### src/sv/dttf_pkg.sv
package dttf_pkg;

   // default configuration
   localparam int DEF_MAX_FRACTION_DIGITS = 9;
   localparam int DEF_INTEGER_BITS        = 15;
   localparam int DEF_FRACTION_BITS       = 16;

   // character codes
   localparam logic [7:0] CHAR_NUL   = 8'h00;
   localparam logic [7:0] CHAR_TAB   = 8'h09;
   localparam logic [7:0] CHAR_CR    = 8'h0D;
   localparam logic [7:0] CHAR_SPACE = 8'h20;
   localparam logic [7:0] CHAR_PLUS  = 8'h2B;
   localparam logic [7:0] CHAR_MINUS = 8'h2D;
   localparam logic [7:0] CHAR_DOT   = 8'h2E;
   localparam logic [7:0] CHAR_ZERO  = 8'h30;
   localparam logic [7:0] CHAR_NINE  = 8'h39;

   // where the parser stands within the string
   typedef enum logic [2:0] {
      PH_LEAD,
      PH_INT,
      PH_FRAC,
      PH_SKIP_OK,
      PH_SKIP_BAD
   } phase_type;

   // control sequence of the top level
   typedef enum logic [1:0] {
      CTL_PARSE,
      CTL_DIV,
      CTL_SUM,
      CTL_OUT
   } ctl_state_type;

   // divider status toward the control sequence
   typedef struct packed {
      logic busy;
      logic done;
   } div_status_type;

   // powers of ten, used as a constant table
   function automatic logic [63:0] pow10(input int unsigned n);
      logic [63:0] p;
      case (n)
         0: p = 64'd1;
         1: p = 64'd10;
         2: p = 64'd100;
         3: p = 64'd1000;
         4: p = 64'd10000;
         5: p = 64'd100000;
         6: p = 64'd1000000;
         7: p = 64'd10000000;
         8: p = 64'd100000000;
         9: p = 64'd1000000000;
         default: p = 64'd1000000000;
      endcase
      return p;
   endfunction

endpackage

### src/sv/decimal_text_to_fixed_parser.sv
// Decimal text to signed fixed-point parser.
// Input channel req_: one character per transfer on req_char_code. Ordinary
// characters are taken one per cycle while req_ready is high; a zero byte ends the string.
// Result channel rsp_: one transfer per string, carrying rsp_valid_res,
// rsp_value (two's complement, FRACTION_BITS fractional bits, low 32 bits)
// and rsp_overflow.
// Sequence: after the zero byte is taken, the fraction is divided by the power
// of ten of its digit count in a restoring divider that yields one quotient
// bit per cycle, FRACTION_BITS + 1 bits in all; then the magnitude register is
// loaded, and the result register is loaded once no earlier result is held or
// it is being taken. Until then req_ready is low; the next string is taken
// from the cycle after the result register is loaded.
// The result waits in an output register, so characters of the next string
// are taken while rsp_ready is low. If a second string ends while the first
// result is still held, the block waits with req_ready low until it is taken.
// Reset (synchronous, active high) clears the parser to the leading
// whitespace phase and drops any pending result.
module decimal_text_to_fixed_parser
   import dttf_pkg::*;
#(
   parameter int MAX_FRACTION_DIGITS = DEF_MAX_FRACTION_DIGITS,
   parameter int INTEGER_BITS        = DEF_INTEGER_BITS,
   parameter int FRACTION_BITS       = DEF_FRACTION_BITS
) (
   input  logic               clock,
   input  logic               reset,
   input  logic               req_valid,
   output logic               req_ready,
   input  logic [7:0]         req_char_code,
   output logic               rsp_valid,
   input  logic               rsp_ready,
   output logic               rsp_valid_res,
   output logic signed [31:0] rsp_value,
   output logic               rsp_overflow
);

   localparam int FRAC_W = $clog2(pow10(MAX_FRACTION_DIGITS));
   localparam int DEN_W  = $clog2(pow10(MAX_FRACTION_DIGITS) + 64'd1);
   localparam int CNT_W  = $clog2(MAX_FRACTION_DIGITS + 1);
   localparam int QUO_W  = FRACTION_BITS + 1;
   localparam int MAG_W  = INTEGER_BITS + FRACTION_BITS + 1;
   localparam int ACC_W  = INTEGER_BITS + 4;
   localparam logic [63:0] SAT_POS = (64'd1 << (INTEGER_BITS + FRACTION_BITS)) - 64'd1;
   localparam logic [63:0] SAT_NEG = 64'd0 - (SAT_POS + 64'd1);

   ctl_state_type             state_ff, state_in;
   phase_type                 phase_ff, phase_in;
   logic                      neg_ff, neg_in;
   logic [INTEGER_BITS-1:0]   int_ff, int_in;
   logic [FRAC_W-1:0]         frac_ff, frac_in;
   logic [CNT_W-1:0]          cnt_ff, cnt_in;
   logic                      sat_ff, sat_in;
   logic [MAG_W-1:0]          mag_ff, mag_in;
   logic                      movf_ff, movf_in;
   logic                      rsp_valid_ff;
   logic                      rsp_valid_res_ff;
   logic [31:0]               rsp_value_ff;
   logic                      rsp_overflow_ff;

   logic                      div_start;
   logic                      load_rsp;
   div_status_type            div_status;
   logic [QUO_W-1:0]          quotient;
   logic [DEN_W-1:0]          denom;

   logic [7:0]                char_diff;
   logic [3:0]                digit;
   logic                      is_digit;
   logic                      is_space;
   logic [ACC_W-1:0]          int_next;
   logic [FRAC_W+3:0]         frac_next;
   logic [QUO_W:0]            quo_round;
   logic [63:0]               mag_ext;
   logic [31:0]               mag_low;
   logic [31:0]               signed_low;

   // character classes and digit value
   always_comb begin
      char_diff = req_char_code - CHAR_ZERO;
      digit     = char_diff[3:0];
      is_digit  = req_char_code inside {[CHAR_ZERO:CHAR_NINE]};
      is_space  = req_char_code inside {CHAR_SPACE, [CHAR_TAB:CHAR_CR]};
      int_next  = (ACC_W'(int_ff) << 3) + (ACC_W'(int_ff) << 1) + ACC_W'(digit);
      frac_next = ((FRAC_W + 4)'(frac_ff) << 3) + ((FRAC_W + 4)'(frac_ff) << 1)
                  + (FRAC_W + 4)'(digit);
   end

   // fraction rounding and magnitude
   always_comb begin
      quo_round = {1'b0, quotient} + (QUO_W + 1)'(1);
      mag_in    = {1'b0, int_ff, {FRACTION_BITS{1'b0}}}
                  + MAG_W'(quo_round[QUO_W:1]);
      movf_in   = sat_ff || mag_in[MAG_W-1];
      mag_ext   = 64'(mag_ff);
      mag_low   = mag_ext[31:0];
      signed_low = neg_ff ? (32'd0 - mag_low) : mag_low;
      denom     = DEN_W'(pow10(32'(cnt_ff)));
   end

   // control sequence and parser next state
   always_comb begin
      state_in  = state_ff;
      phase_in  = phase_ff;
      neg_in    = neg_ff;
      int_in    = int_ff;
      frac_in   = frac_ff;
      cnt_in    = cnt_ff;
      sat_in    = sat_ff;
      req_ready = 1'b0;
      div_start = 1'b0;
      load_rsp  = 1'b0;
      case (state_ff)
         CTL_PARSE: begin
            req_ready = 1'b1;
            if (req_valid) begin
               if (req_char_code == CHAR_NUL) begin
                  div_start = 1'b1;
                  state_in  = CTL_DIV;
               end else begin
                  case (phase_ff)
                     PH_LEAD: begin
                        if (is_space) begin
                           phase_in = PH_LEAD;
                        end else if (req_char_code == CHAR_MINUS) begin
                           neg_in   = 1'b1;
                           phase_in = PH_INT;
                        end else if (req_char_code == CHAR_PLUS) begin
                           phase_in = PH_INT;
                        end else if (is_digit) begin
                           phase_in = PH_INT;
                           if (int_next > ACC_W'({INTEGER_BITS{1'b1}})) begin
                              int_in = '1;
                              sat_in = 1'b1;
                           end else begin
                              int_in = int_next[INTEGER_BITS-1:0];
                           end
                        end else if (req_char_code == CHAR_DOT) begin
                           phase_in = PH_FRAC;
                        end else begin
                           phase_in = PH_SKIP_OK;
                        end
                     end
                     PH_INT: begin
                        if (is_digit) begin
                           if (int_next > ACC_W'({INTEGER_BITS{1'b1}})) begin
                              int_in = '1;
                              sat_in = 1'b1;
                           end else begin
                              int_in = int_next[INTEGER_BITS-1:0];
                           end
                        end else if (req_char_code == CHAR_DOT) begin
                           phase_in = PH_FRAC;
                        end else begin
                           phase_in = PH_SKIP_OK;
                        end
                     end
                     PH_FRAC: begin
                        if (is_digit) begin
                           if (cnt_ff < CNT_W'(MAX_FRACTION_DIGITS)) begin
                              frac_in = frac_next[FRAC_W-1:0];
                              cnt_in  = cnt_ff + CNT_W'(1);
                           end
                        end else begin
                           phase_in = PH_SKIP_BAD;
                        end
                     end
                     PH_SKIP_OK, PH_SKIP_BAD: begin
                        phase_in = phase_ff;
                     end
                     default: begin
                        phase_in = PH_SKIP_BAD;
                     end
                  endcase
               end
            end
         end
         CTL_DIV: begin
            if (div_status.done) begin
               state_in = CTL_SUM;
            end
         end
         CTL_SUM: begin
            state_in = CTL_OUT;
         end
         CTL_OUT: begin
            if (!rsp_valid_ff || rsp_ready) begin
               load_rsp = 1'b1;
               state_in = CTL_PARSE;
               phase_in = PH_LEAD;
               neg_in   = 1'b0;
               int_in   = '0;
               frac_in  = '0;
               cnt_in   = '0;
               sat_in   = 1'b0;
            end
         end
         default: begin
            state_in = CTL_PARSE;
         end
      endcase
   end

   // state and parser registers
   always_ff @(posedge clock) begin
      if (reset) begin
         state_ff <= CTL_PARSE;
         phase_ff <= PH_LEAD;
         neg_ff   <= 1'b0;
         int_ff   <= '0;
         frac_ff  <= '0;
         cnt_ff   <= '0;
         sat_ff   <= 1'b0;
      end else begin
         state_ff <= state_in;
         phase_ff <= phase_in;
         neg_ff   <= neg_in;
         int_ff   <= int_in;
         frac_ff  <= frac_in;
         cnt_ff   <= cnt_in;
         sat_ff   <= sat_in;
      end
   end

   // magnitude register
   always_ff @(posedge clock) begin
      if (state_ff == CTL_SUM) begin
         mag_ff  <= mag_in;
         movf_ff <= movf_in;
      end
   end

   // result register
   always_ff @(posedge clock) begin
      if (reset) begin
         rsp_valid_ff <= 1'b0;
      end else if (load_rsp) begin
         rsp_valid_ff <= 1'b1;
      end else if (rsp_ready) begin
         rsp_valid_ff <= 1'b0;
      end
   end

   always_ff @(posedge clock) begin
      if (load_rsp) begin
         if (phase_ff == PH_SKIP_BAD) begin
            rsp_valid_res_ff <= 1'b0;
            rsp_value_ff     <= '0;
            rsp_overflow_ff  <= 1'b0;
         end else if (movf_ff) begin
            rsp_valid_res_ff <= 1'b1;
            rsp_value_ff     <= neg_ff ? SAT_NEG[31:0] : SAT_POS[31:0];
            rsp_overflow_ff  <= 1'b1;
         end else begin
            rsp_valid_res_ff <= 1'b1;
            rsp_value_ff     <= signed_low;
            rsp_overflow_ff  <= 1'b0;
         end
      end
   end

   // fraction divider
   dttf_div #(
      .DEN_W (DEN_W),
      .QUO_W (QUO_W)
   ) u_div (
      .clock    (clock),
      .reset    (reset),
      .start    (div_start),
      .numer    (DEN_W'(frac_ff)),
      .denom    (denom),
      .status   (div_status),
      .quotient (quotient)
   );

   assign rsp_valid     = rsp_valid_ff;
   assign rsp_valid_res = rsp_valid_res_ff;
   assign rsp_value     = rsp_value_ff;
   assign rsp_overflow  = rsp_overflow_ff;

endmodule

### src/sv/dttf_div.sv
// restoring divider, one quotient bit per cycle
// numerator must be below the denominator; quotient is numer * 2^QUO_W / denom
module dttf_div
   import dttf_pkg::*;
#(
   parameter int DEN_W = 30,
   parameter int QUO_W = 17
) (
   input  logic                 clock,
   input  logic                 reset,
   input  logic                 start,
   input  logic [DEN_W-1:0]     numer,
   input  logic [DEN_W-1:0]     denom,
   output div_status_type       status,
   output logic [QUO_W-1:0]     quotient
);

   localparam int CNT_W = $clog2(QUO_W + 1);

   logic [CNT_W-1:0] cnt_ff, cnt_in;
   logic [DEN_W-1:0] rem_ff, rem_in;
   logic [DEN_W-1:0] den_ff;
   logic [QUO_W-1:0] quo_ff, quo_in;
   logic [DEN_W:0]   rem_dbl;
   logic [DEN_W:0]   rem_sub;
   logic             fits;

   // one shift, compare and subtract step
   always_comb begin
      rem_dbl = {rem_ff, 1'b0};
      rem_sub = rem_dbl - {1'b0, den_ff};
      fits    = rem_dbl >= {1'b0, den_ff};
      rem_in  = fits ? rem_sub[DEN_W-1:0] : rem_dbl[DEN_W-1:0];
      quo_in  = {quo_ff[QUO_W-2:0], fits};
      cnt_in  = cnt_ff - CNT_W'(1);
   end

   // iteration counter
   always_ff @(posedge clock) begin
      if (reset) begin
         cnt_ff <= '0;
      end else if (start) begin
         cnt_ff <= CNT_W'(QUO_W);
      end else if (cnt_ff != '0) begin
         cnt_ff <= cnt_in;
      end
   end

   // remainder and quotient shift registers
   always_ff @(posedge clock) begin
      if (start) begin
         rem_ff <= numer;
         den_ff <= denom;
         quo_ff <= '0;
      end else if (cnt_ff != '0) begin
         rem_ff <= rem_in;
         quo_ff <= quo_in;
      end
   end

   assign status.busy = cnt_ff != '0;
   assign status.done = cnt_ff == CNT_W'(1);
   assign quotient    = quo_ff;

endmodule

### config.mk
export PLATFORM = sky130hd
export DESIGN_NAME = decimal_text_to_fixed_parser
export DESIGN_NICKNAME = d
export VERILOG_FILES = /design/src/sv/dttf_pkg.sv /design/src/sv/decimal_text_to_fixed_parser.sv /design/src/sv/dttf_div.sv
export SDC_FILE = /design/constraint.sdc
export NUM_CORES = 1
export LEC_CHECK = 0
export ABC_CLOCK_PERIOD_IN_PS = 9200
export BUFFER_PORTS_ARGS = -buffer_cell sky130_fd_sc_hd__buf_2
export CORE_ASPECT_RATIO = 0.75
export CORE_MARGIN = 8
export CORE_UTILIZATION = 30
export CTS_BUF_LIST = sky130_fd_sc_hd__clkbuf_4
export CTS_CLUSTER_DIAMETER = 200
export DETAILED_ROUTE_END_ITERATION = 8
export PLACE_DENSITY = 0.5
export SYNTH_ARGS = -nofsm -noshare
export SYNTH_HDL_FRONTEND = slang
export SYNTH_SLANG_ARGS = --single-unit
export TNS_END_PERCENT = 30
### constraint.sdc
create_clock -name clock -period 9.2 [get_ports clock]
set_input_delay 0.92 -clock clock [delete_from_list [all_inputs] [get_ports clock]]
set_output_delay 0.92 -clock clock [all_outputs]
set_load 0.01 [all_outputs]
Word-level counts from Yosys, hierarchy flattened
Memories as Yosys holds them, arrays and structs flattened. A register that Yosys moved wholly into a read port is not among the register bits.
Index checks and enable logic that the tools add are counted.
- bits in registers: 176
- ROM bits: 480
- bits of input ports: 12
- output and inout port bits: 36
- logic and storage cells: 161
- memories kept: 1
- add/subtract/negate cells: 11
- $lt $le $gt $ge: 7
- equal/unequal tests: 30
- multiplexer cells: 75
- reduce and logical (&&, ||, !) cells: 20
- memories (memory ; words ; bits a word ; read ports ; clocked after memory_dff ; write ports ; line ; source):
    (name not given) ; 16 ; 30 ; 1 ; 1 ; 0 ; dttf_pkg.sv:45 ; case (n)
- operators by type and width (operator ; number):
    $mux W30 ; 9
    $mux W15 ; 8
    $mux W32 ; 3
    $pmux W15 S2 ; 2
    $pmux W30 S2 ; 1
    $add A31 B17 Y32 ; 1
    $eq A8 B6 Y1 const B ; 4
    $sub A1 B32 Y32 const A ; 1
    $ge A31 B30 Y1 ; 1
    $add A30 B30 Y30 ; 1
    $add A30 B4 Y30 ; 1
    $sub A30 B30 Y30 ; 1
    $mux W1 ; 24
    $mux W4 ; 6
    $reduce_and A7 Y1 ; 3
    $ne A2 B2 Y1 const B ; 10
    $add A18 B16 Y19 ; 1
    $add A19 B4 Y19 ; 1
    $gt A19 B15 Y1 const B ; 1
    $add A17 B1 Y18 const B ; 1
    $mux W2 ; 8
    $mux W3 ; 5
    $ne A3 B3 Y1 const B ; 5
    $pmux W3 S4 ; 1
    other kinds (32) ; 44

Longest topological paths before layout
- depth after elaboration: 12
- depth in mapped cells: 14
- depth with buffers taken out: 14

By module
From an unflattened synthesis, not the netlist that was laid out.
- cells, all modules: 1598
- area total of the unflattened synthesis: 14985.6 um2
- modules (own cells, without submodules) (module ; instances ; cells an instance ; area an instance (um2) ; sequential area each (um2)):
    decimal_text_to_fixed_parser ; 1 ; 1059 ; 9794.4 ; 3613.5
    dttf_div ; 1 ; 539 ; 5191.2 ; 2242.2

Worst setup path before layout
OpenSTA, ideal clock, no wires.
- path kind: input-to-reg
- start: in req_char_code[3]
- end: reg int_ff[4]
- library setup time: 0.136 ns
- arrival time: 3.648 ns
- required time: 9.064 ns
- path slack: 5.416 ns
- stages: 14
- buffers on the path: 1
- path through: inv_1 fa_1 inv_1 ha_1 a211oi_1 nor2_1 o31a_1 o22a_1 a311oi_1 nor2_1 mux2i_1 and3_1 buf_2 a31oi_1
- cells in the longest elaborated chain, start to end: 12
- elaborated cells between the ends (all ways): 28
- classes of those cells: add/sub: 2; order compare: 5; eq/ne: 7; mux: 9; reduce/logical: 5
- ends and longest elaborated chain (what ; line ; source):
    start, declared ; decimal_text_to_fixed_parser.sv:29 ; input logic [7:0] req_char_code,
    $sub A4 B1 Y4 ; decimal_text_to_fixed_parser.sv:79 ; char_diff = req_char_code - CHAR_ZERO;
    $add A19 B4 Y19 ; decimal_text_to_fixed_parser.sv:83 ; int_next = (ACC_W'(int_ff) << 3) + (ACC_W'(int_ff) << 1) + ACC_W'(digit);
    $gt A19 B15 Y1 ; decimal_text_to_fixed_parser.sv:131, decimal_text_to_fixed_parser.sv:145 ;
    $mux W15 ; decimal_text_to_fixed_parser.sv:131, decimal_text_to_fixed_parser.sv:145 ;
    $mux W15 ; decimal_text_to_fixed_parser.sv:129 ; end else if (is_digit) begin
    $mux W15 ; decimal_text_to_fixed_parser.sv:127 ; end else if (req_char_code == CHAR_PLUS) begin
    $mux W15 ; decimal_text_to_fixed_parser.sv:124 ; end else if (req_char_code == CHAR_MINUS) begin
    $mux W15 ; decimal_text_to_fixed_parser.sv:122 ; if (is_space) begin
    $pmux W15 S2 ; decimal_text_to_fixed_parser.sv:120 ; case (phase_ff)
    $mux W15 ; decimal_text_to_fixed_parser.sv:116 ; if (req_char_code == CHAR_NUL) begin
    $mux W15 ; decimal_text_to_fixed_parser.sv:115 ; if (req_valid) begin
    $pmux W15 S2 ; decimal_text_to_fixed_parser.sv:112 ; case (state_ff)
    end signal, assigned ; decimal_text_to_fixed_parser.sv:217 ; int_ff <= int_in;
    end, declared ; decimal_text_to_fixed_parser.sv:49 ; logic [INTEGER_BITS-1:0] int_ff, int_in;
Parallel ways exist; a longest one is shown, timed or not. The select of a mux whose other input is x is not followed.
A chain may end at the register's enable or synchronous reset.

Final worst setup path
- start: reg u_div.rem_ff[7]
- end: reg u_div.rem_ff[15] (data pin)
- cells in the longest elaborated chain, start to end: 4
- elaborated cells between the ends (all ways): 5
- classes of those cells: add/sub: 1; order compare: 1; mux: 3
- ends and longest elaborated chain (what ; line ; source):
    start, declared ; dttf_div.sv:21 ; logic [DEN_W-1:0] rem_ff, rem_in;
    start signal, assigned ; dttf_div.sv:52 ; rem_ff <= numer;
    start signal, assigned ; dttf_div.sv:56 ; rem_ff <= rem_in;
    $sub A30 B30 Y30 / $ge A31 B30 Y1 (equally long branches) ; dttf_div.sv:31, dttf_div.sv:32 ;
    $mux W30 * ; dttf_div.sv:33 ; rem_in = fits ? rem_sub[DEN_W-1:0] : rem_dbl[DEN_W-1:0];
    $mux W30 * ; dttf_div.sv:55 ; end else if (cnt_ff != '0) begin
    $mux W30 * ; dttf_div.sv:51 ; if (start) begin
Every way passes the cells marked *; elsewhere a longest branch is shown, timed or not. The select of a mux whose other input is x is not followed.

==> impl_metrics.py <==
metrics = {
    "detailed_routing": {
        "wl_per_cell_um": 15.5,
        "drtIter0Drc": 729,
        "dr_total_vias": 10860,
        "dr.pass1.iters": 5,
        "wl_um": 33200,
        "ant_nets": 0,
        "drcViolationCount": 0,
        "via_per_inst": 5.08,
    },
    "critical_path": {
        "cp.required_ns": 9.62,
        "path_delay_family": "compound AO/OA/AOI/OAI gates",
        "start_kind": "flop",
        "worstPathMaxFanout": 36,
        "critPathCaptureType": "flop",
        "slowest_stage": "nand2_2",
        "cp_data_arrival_time_ns": 4.42,
        "path_depth": 10,
        "path_cells": "ha_1 > a21o_1 > a31o_1 > o31a_1 > a211oi_1 > o31ai_1 > nand4b_1 > nand2_2 > mux2i_1 > o21ai_0",
        "r2r_cells": 10,
        "crit_type": "flop to flop",
        "slowest_delay_ns": 0.81,
        "crit_buf_inv": 0,
    },
    "sta": {
        "fmax_ghz": 0.250,
        "period_needed_ns": 4.00,
        "timing.hold.ws_ns": 0.489,
        "slew_headroom": 0.288,
        "finalSetupTns_ns": 0,
        "period_share": 0.435,
        "rsz0062_at_grt": "false",
        "hold_violations": 0,
        "finalSetupViolCount": 0,
        "worstMarginPinSlew_ns": 1.06,
        "maxSlewViolCount": 0,
        "clock_skew_ns": 0.0342,
        "layout_setup_ws_ns": 5.20,
    },
    "clock_tree": {
        "cts_root_buffer": "clkbuf_4",
        "clk_pin_slew_ns": 0.19,
        "cts_setup_buffers": 0,
        "cts_sinks": 199,
        "hold_buffers": 0,
        "cts_tree": "done",
        "cts.htree.levels": 4,
        "clockBufferDepth": 2,
        "numCtsBuffers": 17,
        "clk_latency_ns": 0.65,
        "cts_resized": 0,
    },
    "floorplanning": {
        "die_w_um": 263,
        "initial_core_util": 0.301,
        "dieArea_um2": 52900,
        "coreArea_um2": 45600,
        "num_rows": 68,
        "ioPinCount": 48,
        "die_height_um": 201,
    },
    "synthesis": {
        "synth_edf_count": 120,
        "synthArstFlopShare": 0,
        "synth_top_flop_cell": "edfxtp_1",
        "yosysMostFrequentCell": "nor2_1",
        "synth.distinct_cells": 81,
        "syn_area_per_cell_um2": 9.06,
        "ys_warn_count": 0,
        "syn-num-nets": 1664,
        "synth_area_um2": 13700,
        "synth_cells": 1515,
        "ys_top_cells_by_count": "nor2_1, a21oi_1, ha_1",
        "synth_seq_cells": 199,
        "synth_largest_area_cell": "edfxtp_1",
        "yosys.area.top_type_share": 0.263,
        "synth.yosys.seq_area_share": 0.378,
        "synth_area_leaders": "edfxtp_1, ha_1, dfxtp_1, a21oi_1, nor2_1",
    },
    "hold_path": {
        "hold_path.class": "flop to flop",
        "hold-path-cell-count": 2,
    },
    "run": {
        "cap_violations": 0,
    },
    "cells_and_area": {
        "regArea_um2": 5190,
        "multi_input_area_um2": 8070,
        "drive_above_1_share": 0.0817,
        "fillers": 4774,
        "syn_to_final_growth_pct": 8.26,
        "nets": 1679,
        "final_area_um2": 14900,
    },
    "grt": {
        "antenna_found_initial": 1,
        "grt_max_degree": 63,
        "grt_pass1_wl_um": 55100,
        "grt.total_usage": 0.124,
        "grt_overflow": 0,
        "first_global_vias": 10414,
    },
    "pwr": {
        "power_leakage_nw": 6.06,
        "finalPower_mw": 3.05,
        "peakVddDrop_mv": 0.134,
        "power-per-cell-area_nw_per_um2": 206,
    },
    "placement": {
        "hpwl_um": 24400,
        "port_buffers": 47,
        "dp_slack_ns": 4.82,
        "dpl_cell_area_um2": 14600,
        "gp_congestion": 0.800,
    },
    "status": {
        "outcome": "complete, no violations",
    },
}
final cells by class:
cell class,count,share of cell area
multi-input cells,1189,0.543
flip-flops and latches,199,0.349
well taps,595,0.0501
repair buffers,60,0.0224
inverters,63,0.0159
clock buffers,19,0.00960
clock inverters,13,0.00960
diodes,1,0.000168
flip-flops by register name, indices dropped and copies added, names as in the netlist, 2 cells and up:
register / flops
u_div.quotient: 17
u_div.cnt_ff: 5
cnt_ff: 4
u_div.rem_ff: 30
rsp_value: 32
state_ff: 2
u_div.den_ff: 23
phase_ff: 3
frac_ff: 30
int_ff: 15
mag_ff: 32
cells by family (layout without fill, tap and decap cells):
logic type | Yosys count | count (layout) | synth area share
and+or+nand+nor | 531 | 531 | 0.193
xor gates and xnor gates | 88 | 88 | 0.0562
adders and majority gates | 137 | 137 | 0.128
DFF | 199 | 199 | 0.378
AOI/OAI and AO/OA | 398 | 398 | 0.184
other | 0 | 1 | 0
buffers and inverters | 127 | 155 | 0.0361
muxes | 35 | 35 | 0.0257
worst paths after layout:
check                                   startpoint                  to  slack (ns)
worst max-delay path               u_div.rem_ff[7]    u_div.rem_ff[15]        5.20
worst min-delay path            u_div.quotient[16]  u_div.quotient[16]        0.49
worst max register to register     u_div.rem_ff[7]    u_div.rem_ff[15]        5.20
worst min register to register  u_div.quotient[16]  u_div.quotient[16]        0.49
per-stage QoR:
step,util,cells
finish,0.326,2139
global route,0.326,2139
CTS,0.326,2138
detailed placement,0.319,2106
global placement,0.319,2106
floorplan,-,1515
layer usage:
metal	wire length (um)	global-route usage	part of all wire	vias up
met2	13400	0.180	0.40	157
met3	1070	0.0209	0.032	18
met5	0	0	0	-
met1	18500	0.190	0.56	5100
met4	247	0.0249	0.0074	0
li1	-	-	-	5585
power by group:
| group | leakage, nW | total, mW | switching, mW | internal (mW) |
|---|---|---|---|---|
| registers | 1.77 | 1.28 | 0.107 | 1.17 |
| clock network | 0.154 | 0.482 | 0.332 | 0.149 |
| logic | 4.13 | 1.29 | 0.740 | 0.552 |
worst min-delay path: stages (launching register included):
cell     delay, ns
dfxtp_1       0.36
nand2_1       0.06
a21oi_1       0.05
placed cells by master, fill, tap and decap left out, types with 8 or more instances in the layout:
cell type	n
a211oi_1	14
a21o_1	21
a21oi_1	143
a22oi_1	12
a31oi_1	28
and3_1	18
buf_2	47
buf_4	13
clkbuf_4	19
dfxtp_1	78
edfxtp_1	120
ha_1	132
inv_1	62
mux2i_1	33
nand2_1	111
nand2b_1	27
nand3_1	35
nor2_1	171
nor2b_1	23
nor3_1	40
nor3b_1	19
nor4_1	10
o211ai_1	10
o21a_1	15
o21ai_0	55
o21ai_1	9
o21bai_1	8
o22a_1	24
o31a_1	8
or2_2	10
or3_1	12
xnor2_1	57
xor2_1	31
No activity file was read; power rests on OpenSTA's default activity.
